--- src/rtl/core/blmc_pkg.sv ---
// ----------------------------------------------------------------------------
// Button light mode controller package
// Shared types, constants and helper functions for the light controller.
// ----------------------------------------------------------------------------
`default_nettype none

package blmc_pkg;

    localparam int COLOR_W       = 5;
    localparam int COUNT_W       = 16;
    localparam int CMD_W         = 2;
    localparam int CFG_IDX_W     = 3;
    localparam int CFG_DATA_W    = 16;
    localparam int SLOT_COUNT    = 3;
    localparam int COLOR_COUNT_D = 32;

    localparam logic [COUNT_W-1:0] PERIOD_HIGH    = 16'd200;
    localparam logic [COUNT_W-1:0] PERIOD_LOW     = 16'd20;
    localparam logic [COUNT_W-1:0] PERIOD_BLINK   = 16'd600;
    localparam logic [COUNT_W-1:0] LOW_ON_TICKS   = 16'd2;
    localparam logic [COUNT_W-1:0] BLINK_ON_TICKS = 16'd20;
    localparam logic [COUNT_W-1:0] CONFIG_RESUME  = 16'd1000;
    localparam logic [COUNT_W-1:0] COUNT_MAX      = 16'hFFFF;

    localparam logic [COUNT_W-1:0] LONG_PRESS_RST  = 16'd6000;
    localparam logic [COUNT_W-1:0] SLEEP_DELAY_RST = 16'd1000;
    localparam logic [COUNT_W-1:0] CONFIG_HOLD_RST = 16'd2000;
    localparam logic [COLOR_W-1:0] START_A_RST     = 5'd0;
    localparam logic [COLOR_W-1:0] START_B_RST     = 5'd0;
    localparam logic [COLOR_W-1:0] START_C_RST     = 5'd0;

    localparam logic [CFG_IDX_W-1:0] REG_LONG_PRESS  = 3'd0;
    localparam logic [CFG_IDX_W-1:0] REG_SLEEP_DELAY = 3'd1;
    localparam logic [CFG_IDX_W-1:0] REG_CONFIG_HOLD = 3'd2;
    localparam logic [CFG_IDX_W-1:0] REG_START_A     = 3'd3;
    localparam logic [CFG_IDX_W-1:0] REG_START_B     = 3'd4;
    localparam logic [CFG_IDX_W-1:0] REG_START_C     = 3'd5;

    localparam logic [CMD_W-1:0] CMD_NONE    = 2'd0;
    localparam logic [CMD_W-1:0] CMD_STANDBY = 2'd1;
    localparam logic [CMD_W-1:0] CMD_FLASH   = 2'd2;
    localparam logic [CMD_W-1:0] CMD_STORE   = 2'd3;

    localparam logic [1:0] PHASE_IDLE  = 2'd0;
    localparam logic [1:0] PHASE_PRESS = 2'd1;
    localparam logic [1:0] PHASE_HOLD  = 2'd2;

    localparam logic [1:0] SLOT_LAST = 2'd2;

    typedef enum logic [5:0] {
        MODE_OFF       = 6'b000001,
        MODE_HIGH      = 6'b000010,
        MODE_HIGH_HELD = 6'b000100,
        MODE_LOW       = 6'b001000,
        MODE_BLINK     = 6'b010000,
        MODE_CONFIG    = 6'b100000
    } t_mode;

    typedef struct packed {
        t_mode              mode;
        logic [1:0]         phase;
        logic [COUNT_W-1:0] tick;
        logic [COUNT_W-1:0] press;
        logic [1:0]         slot;
        logic               pending;
    } t_state;

    typedef struct packed {
        logic [COUNT_W-1:0] long_press;
        logic [COUNT_W-1:0] sleep_delay;
        logic [COUNT_W-1:0] config_hold;
    } t_cfg;

    typedef logic [SLOT_COUNT-1:0][COLOR_W-1:0] t_palette;

    function automatic logic [COUNT_W-1:0] sat_inc(input logic [COUNT_W-1:0] v);
        sat_inc = (v == COUNT_MAX) ? v : v + 16'd1;
    endfunction

    function automatic logic [1:0] slot_next(input logic [1:0] s);
        case (s)
            2'd0:    slot_next = 2'd1;
            2'd1:    slot_next = 2'd2;
            2'd2:    slot_next = 2'd0;
            default: slot_next = 2'd1;
        endcase
    endfunction

endpackage

`default_nettype wire

--- src/rtl/core/blmc_step.sv ---
// ----------------------------------------------------------------------------
// Button light mode controller step logic
// Next state, palette and result for one render tick or button sample.
// ----------------------------------------------------------------------------
`default_nettype none

module blmc_step #(
    parameter int COLOR_COUNT = blmc_pkg::COLOR_COUNT_D
) (
    input  wire blmc_pkg::t_state                 i_state,
    input  wire blmc_pkg::t_palette               i_palette,
    input  wire blmc_pkg::t_cfg                   i_cfg,
    input  wire                                   i_kind,
    input  wire                                   i_pressed,
    output blmc_pkg::t_state                      o_state,
    output blmc_pkg::t_palette                    o_palette,
    output logic                                  o_lit,
    output logic [blmc_pkg::COLOR_W-1:0]          o_color,
    output logic [blmc_pkg::CMD_W-1:0]            o_cmd
);

    logic                              use_period;
    logic [blmc_pkg::COUNT_W-1:0]      period;
    logic                              on;
    logic                              inc_press;
    logic [blmc_pkg::COLOR_W:0]        sum;
    logic [blmc_pkg::COLOR_W-1:0]      bumped;

    always_comb begin
        sum = {1'b0, i_palette[i_state.slot]} + 6'd1;
        if (9'(sum) == 9'(COLOR_COUNT)) begin
            bumped = '0;
        end else begin
            bumped = sum[blmc_pkg::COLOR_W-1:0];
        end
    end

    always_comb begin
        o_state    = i_state;
        o_palette  = i_palette;
        o_lit      = 1'b0;
        o_color    = '0;
        o_cmd      = blmc_pkg::CMD_NONE;
        use_period = 1'b0;
        period     = blmc_pkg::PERIOD_HIGH;
        on         = 1'b0;
        inc_press  = 1'b1;
        if (!i_kind) begin
            case (i_state.mode)
                blmc_pkg::MODE_HIGH_HELD, blmc_pkg::MODE_HIGH: begin
                    use_period = 1'b1;
                    period     = blmc_pkg::PERIOD_HIGH;
                end
                blmc_pkg::MODE_LOW: begin
                    use_period = 1'b1;
                    period     = blmc_pkg::PERIOD_LOW;
                end
                blmc_pkg::MODE_BLINK: begin
                    use_period = 1'b1;
                    period     = blmc_pkg::PERIOD_BLINK;
                end
                default: begin
                    use_period = 1'b0;
                end
            endcase
            if (use_period && (i_state.tick >= period)) begin
                o_state.slot = blmc_pkg::slot_next(i_state.slot);
                o_state.tick = '0;
            end
            case (i_state.mode)
                blmc_pkg::MODE_HIGH_HELD: on = 1'b1;
                blmc_pkg::MODE_HIGH:      on = (i_state.phase == blmc_pkg::PHASE_IDLE);
                blmc_pkg::MODE_LOW: begin
                    on = (o_state.tick < blmc_pkg::LOW_ON_TICKS) &&
                         (i_state.phase == blmc_pkg::PHASE_IDLE);
                end
                blmc_pkg::MODE_BLINK: begin
                    on = (o_state.tick < blmc_pkg::BLINK_ON_TICKS) &&
                         (i_state.phase == blmc_pkg::PHASE_IDLE);
                end
                blmc_pkg::MODE_CONFIG:    on = 1'b1;
                default:                  on = 1'b0;
            endcase
            o_state.tick = blmc_pkg::sat_inc(o_state.tick);
            if (on && (o_state.slot != 2'd3)) begin
                o_lit   = 1'b1;
                o_color = i_palette[o_state.slot];
            end
        end else begin
            case (i_state.mode)
                blmc_pkg::MODE_OFF: begin
                    if (i_pressed) begin
                        o_state.press = '0;
                        o_state.phase = blmc_pkg::PHASE_PRESS;
                        o_state.mode  = blmc_pkg::MODE_HIGH_HELD;
                    end else if (i_state.press > i_cfg.sleep_delay) begin
                        o_cmd     = blmc_pkg::CMD_STANDBY;
                        inc_press = 1'b0;
                    end
                end
                blmc_pkg::MODE_HIGH_HELD: begin
                    if (!i_pressed) begin
                        o_state.phase = blmc_pkg::PHASE_IDLE;
                        if (i_state.press >= i_cfg.long_press) begin
                            o_state.slot = '0;
                            o_state.mode = blmc_pkg::MODE_CONFIG;
                        end else begin
                            o_state.mode = blmc_pkg::MODE_HIGH;
                        end
                    end else if (i_state.press == i_cfg.long_press) begin
                        o_cmd = blmc_pkg::CMD_FLASH;
                    end
                end
                blmc_pkg::MODE_HIGH, blmc_pkg::MODE_LOW: begin
                    if (i_state.phase == blmc_pkg::PHASE_IDLE) begin
                        if (i_pressed) begin
                            o_state.phase   = blmc_pkg::PHASE_PRESS;
                            o_state.pending = (i_state.press >= i_cfg.long_press);
                        end
                    end else if (!i_pressed) begin
                        o_state.phase = blmc_pkg::PHASE_IDLE;
                        o_state.tick  = '0;
                        o_state.press = '0;
                        o_state.slot  = '0;
                        if (i_state.pending) begin
                            o_state.mode = blmc_pkg::MODE_OFF;
                        end else if (i_state.mode == blmc_pkg::MODE_HIGH) begin
                            o_state.mode = blmc_pkg::MODE_LOW;
                        end else begin
                            o_state.mode = blmc_pkg::MODE_BLINK;
                        end
                    end
                end
                blmc_pkg::MODE_BLINK: begin
                    if (i_state.phase == blmc_pkg::PHASE_IDLE) begin
                        if (i_pressed) begin
                            o_state.phase = blmc_pkg::PHASE_PRESS;
                        end
                    end else if (!i_pressed) begin
                        o_state.phase = blmc_pkg::PHASE_IDLE;
                        o_state.tick  = '0;
                        o_state.press = '0;
                        o_state.slot  = '0;
                        o_state.mode  = blmc_pkg::MODE_OFF;
                    end
                end
                default: begin
                    case (i_state.phase)
                        blmc_pkg::PHASE_IDLE: begin
                            if (i_pressed) begin
                                o_state.tick  = '0;
                                o_state.press = '0;
                                o_state.phase = blmc_pkg::PHASE_PRESS;
                            end
                        end
                        blmc_pkg::PHASE_PRESS: begin
                            if (!i_pressed) begin
                                if (i_state.slot != 2'd3) begin
                                    o_palette[i_state.slot] = bumped;
                                end
                                o_state.tick  = '0;
                                o_state.press = '0;
                                o_state.phase = blmc_pkg::PHASE_IDLE;
                            end else if (i_state.press >= i_cfg.config_hold) begin
                                o_state.press = blmc_pkg::CONFIG_RESUME;
                                o_state.phase = blmc_pkg::PHASE_HOLD;
                                o_cmd         = blmc_pkg::CMD_FLASH;
                                inc_press     = 1'b0;
                            end
                        end
                        blmc_pkg::PHASE_HOLD: begin
                            if (!i_pressed) begin
                                o_state.tick  = '0;
                                o_state.press = '0;
                                o_state.phase = blmc_pkg::PHASE_IDLE;
                                inc_press     = 1'b0;
                                if (i_state.slot == blmc_pkg::SLOT_LAST) begin
                                    o_state.mode = blmc_pkg::MODE_OFF;
                                    o_cmd        = blmc_pkg::CMD_STORE;
                                end else begin
                                    o_state.slot = i_state.slot + 2'd1;
                                end
                            end
                        end
                        default: begin
                            if (!i_pressed) begin
                                o_state.phase = blmc_pkg::PHASE_IDLE;
                            end
                        end
                    endcase
                end
            endcase
            if (inc_press) begin
                o_state.press = blmc_pkg::sat_inc(o_state.press);
            end
        end
    end

endmodule

`default_nettype wire

--- src/rtl/core/button_light_mode_controller_top.sv ---
// ----------------------------------------------------------------------------
// Button light mode controller
// Single-button LED controller: render ticks give the lit flag and palette
// color, button samples run the mode machine and give a command.
//
//  Channel   Direction  Beat contents
//  s_axis    in         tuser: kind; tdata: pressed
//  m_axis    out        tdata: lit, color_index, command
//  cfg       in         index selects one of six registers, data is the value
//
// For every beat the step logic reads the state registers and the
// incoming beat and writes the next state and the result register at once.
// A new beat is accepted in every cycle while the result register is empty or
// being drained. Reset is synchronous and clears state, configuration and
// palette; the result register then holds no beat.
// ----------------------------------------------------------------------------
`default_nettype none

module button_light_mode_controller_top #(
    parameter int COLOR_COUNT = blmc_pkg::COLOR_COUNT_D
) (
    input  wire                                i_clk,
    input  wire                                i_rst_n,
    input  wire                                i_s_tvalid,
    output logic                               o_s_tready,
    input  wire  [7:0]                         i_s_tdata,   // [0] pressed
    input  wire  [0:0]                         i_s_tuser,   // [0] kind
    output logic                               o_m_tvalid,
    input  wire                                i_m_tready,
    output logic [7:0]                         o_m_tdata,   // [0] lit, [5:1] color_index, [7:6] command
    input  wire                                i_cfg_valid,
    output logic                               o_cfg_ready,
    input  wire  [blmc_pkg::CFG_IDX_W-1:0]     i_cfg_index,
    input  wire  [blmc_pkg::CFG_DATA_W-1:0]    i_cfg_data
);

    blmc_pkg::t_state              r_state;
    blmc_pkg::t_state              n_state;
    blmc_pkg::t_palette            r_palette;
    blmc_pkg::t_palette            n_palette;
    blmc_pkg::t_cfg                r_cfg;
    logic                          r_out_valid;
    logic [7:0]                    r_out_data;
    logic                          n_lit;
    logic [blmc_pkg::COLOR_W-1:0]  n_color;
    logic [blmc_pkg::CMD_W-1:0]    n_cmd;
    logic                          in_accept;

    assign o_s_tready  = !r_out_valid || i_m_tready;
    assign o_cfg_ready = 1'b1;
    assign in_accept   = i_s_tvalid && o_s_tready;
    assign o_m_tvalid  = r_out_valid;
    assign o_m_tdata   = r_out_data;

    blmc_step #(
        .COLOR_COUNT (COLOR_COUNT)
    ) u_step (
        .i_state   (r_state),
        .i_palette (r_palette),
        .i_cfg     (r_cfg),
        .i_kind    (i_s_tuser[0]),
        .i_pressed (i_s_tdata[0]),
        .o_state   (n_state),
        .o_palette (n_palette),
        .o_lit     (n_lit),
        .o_color   (n_color),
        .o_cmd     (n_cmd)
    );

    // The start colors are not stored: the palette always reloads the reset
    // constants, and writes to their indices are accepted but ignored.
    always_ff @(posedge i_clk) begin
        if (!i_rst_n) begin
            r_cfg.long_press  <= blmc_pkg::LONG_PRESS_RST;
            r_cfg.sleep_delay <= blmc_pkg::SLEEP_DELAY_RST;
            r_cfg.config_hold <= blmc_pkg::CONFIG_HOLD_RST;
        end else if (i_cfg_valid && o_cfg_ready) begin
            case (i_cfg_index)
                blmc_pkg::REG_LONG_PRESS:  r_cfg.long_press  <= i_cfg_data;
                blmc_pkg::REG_SLEEP_DELAY: r_cfg.sleep_delay <= i_cfg_data;
                blmc_pkg::REG_CONFIG_HOLD: r_cfg.config_hold <= i_cfg_data;
                default: begin
                    r_cfg <= r_cfg;
                end
            endcase
        end
    end

    always_ff @(posedge i_clk) begin
        if (!i_rst_n) begin
            r_state.mode    <= blmc_pkg::MODE_OFF;
            r_state.phase   <= blmc_pkg::PHASE_IDLE;
            r_state.tick    <= '0;
            r_state.press   <= '0;
            r_state.slot    <= '0;
            r_state.pending <= 1'b0;
            r_palette[0]    <= blmc_pkg::START_A_RST;
            r_palette[1]    <= blmc_pkg::START_B_RST;
            r_palette[2]    <= blmc_pkg::START_C_RST;
            r_out_valid     <= 1'b0;
        end else if (in_accept) begin
            r_state     <= n_state;
            r_palette   <= n_palette;
            r_out_valid <= 1'b1;
        end else if (i_m_tready) begin
            r_out_valid <= 1'b0;
        end
    end

    always_ff @(posedge i_clk) begin
        if (in_accept) begin
            r_out_data <= {n_cmd, n_color, n_lit};
        end
    end

endmodule

`default_nettype wire

--- config.mk ---
export PLATFORM = sky130hd
export DESIGN_NAME = button_light_mode_controller_top
export DESIGN_NICKNAME = d
export VERILOG_FILES = /design/src/rtl/core/blmc_pkg.sv /design/src/rtl/core/blmc_step.sv /design/src/rtl/core/button_light_mode_controller_top.sv
export SDC_FILE = /design/constraint.sdc
export NUM_CORES = 1
export LEC_CHECK = 0
export ABC_AREA = 1
export BUFFER_PORTS_ARGS = -buffer_cell sky130_fd_sc_hd__buf_2
export CAP_MARGIN = 20
export CORE_UTILIZATION = 63
export CTS_CLUSTER_SIZE = 12
export DETAILED_ROUTE_END_ITERATION = 8
export HOLD_SLACK_MARGIN = 0.12
export PLACE_DENSITY_LB_ADDON = 0.15
export SLEW_MARGIN = 0
export SYNTH_ARGS = -nofsm -noshare
export SYNTH_HDL_FRONTEND = slang
export SYNTH_HIERARCHICAL = 1
export SYNTH_SLANG_ARGS = --single-unit
--- constraint.sdc ---
create_clock -name i_clk -period 4.45 [get_ports i_clk]
set_clock_uncertainty 0.05 [all_clocks]
set_input_delay 1.335 -clock i_clk [delete_from_list [all_inputs] [get_ports i_clk]]
set_output_delay 1.335 -clock i_clk [all_outputs]
set_load 0.02 [all_outputs]
# [Word-level counts from Yosys, hierarchy flattened]
# Cells that the tools add are included.
[op_classes] reduce_logical=29 n_div=0 n_mul=0 n_eq_ne=46 shift=0 bitwise=3 n_lt_le_gt_ge=9 n_mux=81 n_addsub=4
[op_table] op="$mux W16" n=12
[op_table] op="$mux W42" n=3
[op_table] op="$mux W34" n=3
[op_table] op="$pmux W32 S3" n=1
[op_table] op="$pmux W16 S4" n=1
[op_table] op="$ge A16 B16 Y1" n=3
[op_table] op="$pmux W16 S3" n=1
[op_table] op="$mux W2" n=20
[op_table] op="$add A16 B1 Y16 const B" n=2
[op_table] op="$eq A16 B16 Y1 const B" n=2
[op_table] op="$pmux W8 S4" n=1
[op_table] op="$mux W5" n=6
[op_table] op="$mux W6" n=5
[op_table] op="$ne A3 B3 Y1 const B" n=8
[op_table] op="$reduce_and A11 Y1" n=2
[op_table] op="$bmux W5 S2" n=2
[op_table] op="$ne A2 B2 Y1 const B" n=10
[op_table] op="$pmux W10 S2" n=1
[op_table] op="$reduce_and A10 Y1" n=2
[op_table] op="$eq A16 B16 Y1" n=1
[op_table] op="$gt A16 B16 Y1" n=1
[op_table] op="$lt A16 B2 Y1 const B" n=1
[op_table] op="$lt A16 B5 Y1 const B" n=1
[op_table] op="$mux W8" n=2
[op_table] op="44 further kinds" n=81
[word_totals] mem_bits_ro=0 ff_bits=115 latch_bits=0 out_inout_bits=11 ram_bits=0 wordCells=188 memories=0 input_bits=33

# [Logic depth before layout (Yosys ltp)]
# Gate-level depths: netlist (run 1).
[logic_depth] depth_word=14 mapped_depth=29 mapped_depth_nobuf=28

# [Hierarchy]
# Netlist (run 1), hierarchy kept.
[by_module_without_submodules] module="blmc_step" area_per_inst_um2=4759.6 cells_each=879 seq_area_each_um2=0.0 n_inst=1
[by_module_without_submodules] module="button_light_mode_controller_top" area_per_inst_um2=4588.2 cells_each=596 seq_area_each_um2=2382.3 n_inst=1

# [Worst setup path before layout (run 1)]
# No wires, ideal clock.
[synth_path] path_type="in2reg" startpoint="in i_s_tdata[0]" endpoint="reg r_state[4] (netlist bit)" path_buffers=2 slack_ns=0.929 required_ns=4.287 arrival_ns=3.358 setup_ns=0.113 cell_stages=19 cell_sequence="buf_2 nor2_1 inv_1 nand2_2 nand4_4 buf_6 nand2_1 nor2_1 ha_1 nand2_4 nor2_4 nand3_2 nand2_1 or2_1 nand3_1 nand2_1 nand3b_1 nand2_1 nor2_1"
[synth_via] elab_chain_len=7 elab_cells_between_ends=21 cone_classes="add/sub (1); eq/ne (1); mux (19)"
[synth_rtl] item="start: declaration" line_no="button_light_mode_controller_top.sv:26" source="input wire [7:0] i_s_tdata,"
[synth_rtl] item="$mux W42, or another cell as far along" line_no="blmc_step.sv:172" source="if (!i_pressed) begin"
[synth_rtl] item="$pmux W32 S3, or another cell as far along" line_no="blmc_step.sv:148" source="case (i_state.phase)"
[synth_rtl] item="$pmux W16 S4" line_no="blmc_step.sv:90" source="case (i_state.mode)"
[synth_rtl] item="$mux W16" line_no="blmc_step.sv:48" source="if (!i_kind) begin"
[synth_rtl] item="$add A16 B1 Y16 or $eq A16 B16 Y1 (tied branches)" line_no="blmc_pkg.sv:77" source="sat_inc = (v == COUNT_MAX) ? v : v + 16'd1;"
[synth_rtl] item="$mux W16" line_no="blmc_pkg.sv:77"
[synth_rtl] item="$mux W16 *" line_no="blmc_step.sv:193" source="if (inc_press) begin"
[synth_rtl] item="end signal: assignment" line_no="button_light_mode_controller_top.sv:102" source="r_state <= n_state;"
[synth_rtl] item="end: declaration" line_no="button_light_mode_controller_top.sv:37" source="blmc_pkg::t_state r_state;"
# Mark *: on every way between the ends. The rest lies on a longest branch, timed or not. The select of a mux whose other input is x is not followed.
# A chain may end at the register's enable or synchronous reset.

# [Worst setup path in the final report (run 1)]
[layout_path] startpoint="in i_s_tdata[0]" endpoint="reg r_state[13] (netlist bit)"
# Same word-level chain as after synthesis.

==> results.toml, run 1 <==
[run_status]
status = "completed"

[synthesis]
syn_inst = 1475
ys.warnings.count = 6
async_flop_share_pct = 0
yosysSeqAreaShare_pct = 25.5
avgSynthCellArea_um2 = 6.34
syn_area_mm2 = 0.00935
synth_flop_cell = "dfxtp_1"
yosys_register_bits = 115
synthesis.nets = 1575
synth_edf_count = 8
synth_cell_type_count = 61

[clock_network]
clock_latency_ns = 0.42
cts_buffer_depth = 2
htree_levels = 4
cts.sinks = 115
path_clk_slew_ns = 0.06
root_buffer = "clkbuf_16"
hold_buffers = 0
cts_tree = "yes"
post_cts_buffers = 0
cts.repair.resized = 0
cts_inserted_buffers = 17

[route]
wl_met3_mm = 1.63
dr.pass1.iters = 6
num_vias = 9413
drt_iter0_drc = 906
ant_nets = 0
met2_length_mm = 10.9
routed.top_layer = "met4"
via_per_inst = 5.58
wl_mm = 24.1
drc = 0
wl_per_cell_um = 14.3
met1_length_mm = 11.1

[floorplanning]
die-width_um = 124
start_util_pct = 64.6
fp.dieH_um = 124
io_pins = 44
rows = 44
die_area_mm2 = 0.0153
core_area_mm2 = 0.0145

[timing]
tightest_slew_ns = 0.665
rsz0062_at_grt = "no"
period_needed_ns = 3.81
fin_tns_setup_ns = 0
relSlewSlack_pct = 55.7
timing.final.crit_share_pct = 85.6
slew_violations = 0
setup_viol = 0
finalHoldViolations = 0
max_freq_ghz = 0.263

[power]
ir_drop_uv = 282
leakagePower_nw = 5.20
power.density_mw_per_mm2 = 332

[worst_setup_path]
cp-start-kind = "input port"
cp-startpoint = "i_s_tdata[0]"
r2r-start = "r_state[18]"
worstSetupPathType = "input port to flip-flop"
cp-end-kind = "flip-flop"
arrival_ns = 4.12
cp.required_ns = 4.76
path_max_fanout = 17

[global_routing]
grt_pass1_wl_mm = 40.1
grt_pass1_vias = 8450
antenna_found_initial = 1
grt_overflow = 0
grt_max_degree = 108
grt_util_all_layers_pct = 33.0

[layout]
area_growth_pct = 9.21
final_cell_area_mm2 = 0.0102
layout-drive-gt1-share_pct = 10.2
fin_nets = 1590

[placement]
io_buffers = 35
gp_congestion = 0.949
dpl_cell_area_mm2 = 0.00959
hpwl_mm = 16.6

[worst_hold_path]
hold_path.class = "flip-flop to flip-flop"
min_from = "r_cfg[37]"

[run]
cap_violations = 0
==> cell usage in the layout, fill, tap and decap left out, drive strengths merged, types with 2 or more instances in the layout <==
master and count:
ha 67, o211ai 6, o22ai 4, nand3b 60, dfxtp 107, nor2 271
nand4 17, xnor2 7, clkbuf 19, nor3 12, inv 189, o21ai 69
or2 4, o31ai 3, xor2 10, a22oi 4, clkinv 8, a31oi 5
nand3 129, nand2 371, clkinvlp 3, edfxtp 8, a21oi 54, nor4 2
o21bai 2, buf 55
==> critical path: stages <==
cell	delay, ns
buf_2	0.28
nor2_1	0.14
inv_1	0.14
nand2_2	0.12
nand4_4	0.22
inv_2	0.07
nor2_1	0.12
nand2_1	0.09
inv_1	0.15
ha_1	0.33
nand2_4	0.12
nor2_2	0.19
nand2_2	0.17
nand3_1	0.12
nand2_1	0.06
nand2_1	0.07
nand2_1	0.05
nand2_1	0.07
nand3b_1	0.10
nand2_1	0.07
nor2_1	0.09
==> flip-flops by register name, summed over array words and instances, names as in the netlist <==
name,flops
o_m_tdata,8
o_m_tvalid,1
r_cfg,48
r_palette,15
r_state,43
==> cell type report <==
cell class	count	area [µm²]
Tap cell	184	230
Timing Repair Buffer	55	360
Antenna cell	1	2.50
Fill cell	1287	4270
Clock inverter	13	124
Inverter	188	708
Sequential cell	115	2380
Multi-Input combinational cell	1113	5940
Clock buffer	19	464
==> report_power, final <==
part | leakage [nW] | switching [mW] | internal, mW
clock network | 0.281 | 0.535 | 0.821
registers | 0.960 | 0.0752 | 1.11
logic | 3.96 | 0.553 | 0.300
total | 5.20 | 1.16 | 2.23
==> through the flow <==
stage	total power, mW	util (%)	instances	hold slack, ns	worst slack [ns]
final	3.39	70.5	1688	0.413	0.641
after global routing	3.57	70.5	1688	0.440	0.286
after CTS	3.39	70.3	1686	0.408	0.696
after detailed placement	2.03	66.2	1654	0.393	0.328
after global placement	2.01	66.2	1654	0.389	0.383
after floorplan	1.83	-	1475	0.379	0.929
==> cells in the mapped netlist (11+ instances only) <==
library cell	instances	area, µm²
ha_1	67	838
nand4_1	13	81.3
nand2_1	352	1320
nor2_1	254	953
buf_2	22	110
clkbuf_1	17	63.8
nand3_1	121	606
dfxtp_1	107	2140
a21oi_1	54	270
nand2_2	13	81.3
inv_1	175	657
buf_4	11	82.6
nand3b_1	60	450
o21ai_0	61	305
==> logic make-up (layout without fill, tap and decap cells) <==
| logic type | Yosys count | in the layout | share of synthesized area (%) |
|---|---|---|---|
| flops | 115 | 115 | 25.5 |
| xor+xnor | 17 | 17 | 1.59 |
| fa+ha+maj | 67 | 67 | 8.97 |
| other cells | 1 | 2 | 0.0401 |
| simple gates | 866 | 866 | 43.0 |
| buf+inv | 247 | 275 | 11.0 |
| mux | 2 | 2 | 0.228 |
| compound gates | 160 | 160 | 9.66 |
==> layer usage <==
| layer | track usage (%) | up-vias |
|---|---|---|
| li1 | - | 4764 |
| met1 | 45.1 | 4266 |
| met2 | 52.9 | 347 |
| met3 | 4.81 | 36 |
| met4 | 11.4 | 0 |
| met5 | 0 | - |
==> path summary, 6_finish.rpt <==
check	cells past startpoint	to	slack, ns
worst max register to register	22	r_state[13]	0.68
worst max-delay path	21	r_state[13]	0.64
worst min register to register	2	r_cfg[37]	0.41
worst min-delay path	2	r_cfg[37]	0.41
(Power assumes the default switching activity.)
==> run 2: changes to the inputs <==
--- a/config.mk
+++ b/config.mk
@@ -5,7 +5,6 @@
 export SDC_FILE = /design/constraint.sdc
 export NUM_CORES = 1
 export LEC_CHECK = 0
-export ABC_AREA = 1
 export BUFFER_PORTS_ARGS = -buffer_cell sky130_fd_sc_hd__buf_2
 export CAP_MARGIN = 20
 export CORE_UTILIZATION = 63
==> results.toml, run 2 <==
[run_status]
status = "completed"

[synthesis]
synth_flop_cell = "dfxtp_1"
synth_cell_type_count = 93
syn_inst = 1078
async_flop_share_pct = 0
avgSynthCellArea_um2 = 7.91
yosysSeqAreaShare_pct = 28.0
synth_common_cells = "nand2_1 (219), dfxtp_1 (107), mux2i_1 (76), inv_1 (69)"
yosys_register_bits = 115
ys.warnings.count = 6
synthTopCellsByArea = "dfxtp_1 (25%), ha_1 (9.8%), nand2_1 (9.6%), mux2i_1 (8.9%), nand3_1 (3.9%)"
synthesis.nets = 1178
synth.most_common_cell = "nand2_1"
yosys.area.top_type_share_pct = 25.1
syn_area_mm2 = 0.00852
synth_edf_count = 8
yosys.area.top_type = "dfxtp_1"

[worst_setup_path]
arrival_ns = 4.47
cp-start-kind = "flip-flop"
crit_top_cell = "ha_1"
path_max_fanout = 6
cp.required_ns = 4.75
path_buf_inv = 0
r2r_slack_ns = 0.28
cp_slowest_stage_delay_ns = 0.43
cp_top_family = "simple AND/OR/NAND/NOR gates"
cp-end-kind = "flip-flop"
crit_slowest_cell = "nor3_1"
cp_cell_sequence = "nor3_2 -> nand2b_1 -> nor3b_1 -> ha_1 -> a21boi_1 -> o2111a_1 -> o41ai_2 -> a31oi_1 -> nor2_1 -> ha_1 -> nand3_1 -> nor3_1 -> a2111oi_4 -> a21oi_1 -> o21ai_0 -> o21ai_1 -> nand2_1 -> mux2i_1"
worstSetupPathType = "flip-flop to flip-flop"

[placement]
io_buffers = 35
dpl_cell_area_mm2 = 0.00882
preCtsSetupSlack_ns = 0.106
gp_congestion = 0.934
dp.cells = 1259
hpwl_mm = 14.6

[power]
internal-power_mw = 2.06
power.density_mw_per_mm2 = 291
power_switching_uw = 700
switching_share_pct = 25.3
p_clk_share_pct = 51.1
ir_drop_uv = 266
seq_power_share_pct = 38.8
comb_power_share_pct = 10.1
leakagePower_nw = 4.11

[layout]
area_growth_pct = 11.3
final_common_cell = "nand2_1"
final_cell_mix = "nand2_1 (219), dfxtp_1 (107), mux2i_1 (76), inv_1 (69)"
fin_nets = 1204
fillerInstances = 1116
final_cell_area_mm2 = 0.00949
fin_cells = 1292
reg.largest.list = "r_cfg x48, r_state x43, r_palette x15"
regMostFlops = "r_cfg"
antenna_cells = 0
largest_reg_flops = 48
layout-drive-gt1-share_pct = 13.8
fin_util_pct = 71.6

[route]
drt_iter0_drc = 705
dr.pass1.iters = 6
drc = 0
num_vias = 7816
wl_per_cell_um = 16.2
wl_mm = 21.0
via_per_inst = 6.05
ant_nets = 0

[global_routing]
grt_pass1_wl_mm = 34.3
grt_util_all_layers_pct = 30.4
grt_pass1_vias = 7188
grt_max_degree = 79
antenna_found_initial = 0
grt_overflow = 0

[timing]
slew_violations = 0
period_needed_ns = 4.17
setup_viol = 0
finalHoldViolations = 0
timing.final.crit_share_pct = 93.8
max_freq_ghz = 0.240
fin_tns_setup_ns = 0
tightest_slew_ns = 0.820
setup_ws_ns = 0.276
relSlewSlack_pct = 45.2

[floorplanning]
fp.dieH_um = 118
rows = 42
die-width_um = 118
core_area_mm2 = 0.0132
io_pins = 44
die_area_mm2 = 0.0140
start_util_pct = 64.4

[clock_network]
cts_tree = "yes"
path_clk_slew_ns = 0.05
htree_levels = 4
clock_latency_ns = 0.42
cts.sinks = 115
root_buffer = "clkbuf_16"
cts_inserted_buffers = 17
cts_buffer_depth = 2

[run]
cap_violations = 0

[worst_hold_path]
hold_path.class = "flip-flop to flip-flop"
==> run 2: logic make-up (layout without fill, tap and decap cells) <==
group                      count (synthesis)  count (layout)  share of synthesized area [%]
AOI/OAI and AO/OA                        222             222                           18.0
xor gates and xnor gates                   6               6                          0.617
adders and majority gates                 67              67                           9.84
buffers and inverters                    124             162                           6.46
DFF                                      115             115                           28.0
muxes                                     91              91                           10.9
other                                      1               1                         0.0440
and+or+nand+nor                          452             452                           26.2
==> run 2: per-layer routing <==
metal  GRT usage (%)  wire (µm)  up-vias
li1                -          -     3887
met1            38.2       9320     3615
met2            50.8       9890      264
met3            4.87       1070       50
met4            14.2        682        0
met5               0          0        -
==> run 2: path summary, 6_finish.rpt <==
path / from / to / cells past startpoint
hold reg to reg: r_cfg[35] / r_cfg[35] / 2
setup reg to reg: r_state[39] / r_state[24] / 18
hold / removal: r_cfg[35] / r_cfg[35] / 2
setup / recovery: r_state[39] / r_state[24] / 18
==> run 2: cell type report <==
class,count,area [µm²],area share [%]
clock buffer,19,453,4.77
clock inverter,12,155,1.64
inverter,69,259,2.73
multi-input combinational,839,5620,59.3
sequential,115,2380,25.1
tap,176,220,2.32
timing repair buffer,62,395,4.17
==> run 2: repair_timing <==
action                     in CTS  in global routing
setup endpoints to repair       0                 16
resized for setup               0                  4
hold buffers                    0                  0
buffers inserted                0                  0
==> run 2: tightest hold or removal path, cell delays in order, from the launching register on <==
cell,delay [ns]
dfxtp_1,0.31
nand3_2,0.06
o21ai_2,0.04
==> run 2: stage by stage <==
stage	hold WS (ns)	total power, mW
floorplan	0.380	1.29
global placement	0.387	1.36
detailed placement	0.399	1.36
CTS	0.410	2.77
global route	0.420	2.85
finish	0.408	2.76
==> run 2: power groups by stage <==
stage | registers, mW | clock network, mW | logic (mW)
2_1_floorplan | 1.10 | 0 | 0.194
3_3_place_gp | 1.09 | 0 | 0.267
3_5_place_dp | 1.09 | 0 | 0.270
4_1_cts | 1.07 | 1.43 | 0.273
5_1_grt | 1.07 | 1.47 | 0.304
6_report | 1.07 | 1.41 | 0.278
==> run 3: changes to the inputs <==
--- a/config.mk
+++ b/config.mk
@@ -11,7 +11,7 @@
 export CTS_CLUSTER_SIZE = 12
 export DETAILED_ROUTE_END_ITERATION = 8
 export HOLD_SLACK_MARGIN = 0.12
-export PLACE_DENSITY_LB_ADDON = 0.15
+export PLACE_DENSITY = 0.78
 export SLEW_MARGIN = 0
 export SYNTH_ARGS = -nofsm -noshare
 export SYNTH_HDL_FRONTEND = slang
==> results.toml, run 3 (synthesis gave the netlist of run 2 again) <==
[worst_setup_path]
crit_slowest_cell = "nor3_1"
cp.required_ns = 4.75
worstSetupPathType = "flip-flop to flip-flop"
cp_slowest_stage_delay_ns = 0.43
crit_top_cell = "nor3_1"
path_max_fanout = 6
cp-end-kind = "flip-flop"
cp_top_family = "simple AND/OR/NAND/NOR gates"
cp-start-kind = "flip-flop"
path_buf_inv = 0
worst-path-stages = 19
cp_cell_sequence = "nor3_1 -> nand2b_1 -> nor3b_2 -> ha_1 -> or3b_1 -> a21boi_1 -> o2111a_1 -> o41ai_2 -> a31oi_1 -> nor2_1 -> ha_2 -> nand3_1 -> nor3_1 -> a2111oi_4 -> a21oi_1 -> o21ai_0 -> o21ai_1 -> nand2_1 -> mux2i_1"
arrival_ns = 4.40
reg2reg_depth = 19
r2r_slack_ns = 0.35

[timing]
fin_tns_setup_ns = 0
tightest_slew_ns = 1.01
slew_violations = 0
setup_viol = 0
finalHoldViolations = 0
period_needed_ns = 4.10
max_freq_ghz = 0.244
timing.final.crit_share_pct = 92.2
rsz0062_at_grt = "no"
setup_ws_ns = 0.348
relSlewSlack_pct = 32.1

[clock_network]
cts_tree = "yes"
cts.sinks = 115
path_clk_slew_ns = 0.05
htree_levels = 4
root_buffer = "clkbuf_16"
clock_latency_ns = 0.42
cts_buffer_depth = 2
cts_inserted_buffers = 17

[route]
drc = 0
dr.pass1.iters = 5
via_per_inst = 6.04
ant_nets = 0
wl_per_cell_um = 15.9
num_vias = 7787
drt_iter0_drc = 682
wl_mm = 20.6

[floorplanning]
die_area_mm2 = 0.0140
io_pins = 44
core_area_mm2 = 0.0132
fp.dieH_um = 118
die-width_um = 118
rows = 42
start_util_pct = 64.4

[global_routing]
use_met3_pct = 5.36
grt_util_all_layers_pct = 30.2
antenna_found_initial = 0
grt_max_degree = 83
grt_pass1_wl_mm = 34.4
grtUsageMet1_pct = 38.2
use_met2_pct = 50.2
grt_pass1_vias = 7205
grt_busiest_layer = "met2"
grt_overflow = 0

[layout]
largest_reg_flops = 48
layout-drive-gt1-share_pct = 13.3
reg.largest.list = "r_cfg x48, r_state x43, r_palette x15"
antenna_cells = 0
final_common_cell = "nand2_1"
final_cell_mix = "nand2_1 (219), dfxtp_1 (107), mux2i_1 (76), inv_1 (69), nand3_1 (67)"
regMostFlops = "r_cfg"
area_growth_pct = 11.0
fin_nets = 1200

[placement]
hpwl_mm = 14.2
gp_congestion = 0.914
preCtsSetupSlack_ns = 0.151
io_buffers = 35

[worst_hold_path]
hold_path.class = "flip-flop to flip-flop"
hold-path-cell-count = 2

[power]
power.density_mw_per_mm2 = 283
ir_drop_uv = 308
leakagePower_nw = 4.08

[run_status]
status = "completed"

[run]
cap_violations = 0
[run 3: cell types whose count changed in the layout (fill, tap and decap cells not counted), moves of 2 or more]
cell,previous run,this run
buf_4,26,20
clkbuf_1,0,4
buf_12,0,2
clkinv_4,2,0
[run 3: path summary, 6_finish.rpt]
path               start     endpoint
min            r_cfg[20]    r_cfg[20]
max          r_state[39]  r_state[24]
max reg2reg  r_state[39]  r_state[24]
min reg2reg    r_cfg[20]    r_cfg[20]
[run 3: repair_timing]
| item | CTS | global route |
|---|---|---|
| setup endpoints to repair | 0 | 15 |
| hold buffers | 0 | 0 |
| resized for setup | 0 | 5 |
| hold endpoints to repair | 0 | 0 |
| buffers inserted | 0 | 0 |
[run 3: cell type report]
| cell class | count | area [µm²] |
|---|---|---|
| well taps | 176 | 220 |
| repair buffers | 58 | 403 |
| clock inverters | 9 | 104 |
| multi-input cells | 839 | 5630 |
| fillers | 1086 | 3780 |
| clock buffers | 23 | 468 |
| inverters | 69 | 259 |
| flip-flops and latches | 115 | 2380 |
[run 3: stage by stage]
step	hold WS, ns	cell area (µm²)	power (mW)	std cells	utilization, %
floorplan	0.380	8520	1.29	1078	-
global route	0.418	9460	2.77	1289	71.4
CTS	0.402	9390	2.68	1287	70.9
detailed placement	0.395	8810	1.37	1255	66.6
finish	0.399	9460	2.68	1289	71.4
global placement	0.388	8810	1.36	1255	66.6
[run 3: layer usage]
metal / share of wire, % / wire length (µm) / vias up
met1: 44 / 9150 / 3586
met3: 4.8 / 993 / 52
li1: - / - / 3884
met2: 48 / 9870 / 265
met4: 2.6 / 544 / 0
met5: 0 / 0 / -
[run 3: worst reg2reg max path, cell delays in order (launching register included)]
cell and delay, ns:
dfxtp_1 0.30, nor3_1 0.25, nand2b_1 0.16, nor3b_2 0.27, ha_1 0.27, or3b_1 0.16, a21boi_1 0.06, o2111a_1 0.24
o41ai_2 0.38, a31oi_1 0.18, nor2_1 0.16, ha_2 0.23, nand3_1 0.18, nor3_1 0.43, a2111oi_4 0.17, a21oi_1 0.16
o21ai_0 0.09, o21ai_1 0.10, nand2_1 0.06, mux2i_1 0.13
[run 3: power breakdown]
part	internal (mW)	switching, mW	leakage, nW	total [mW]
Combinational	0.0982	0.182	2.86	0.281
Clock	0.849	0.477	0.273	1.33
Sequential	1.06	0.0108	0.946	1.07
Total	2.01	0.670	4.08	2.68
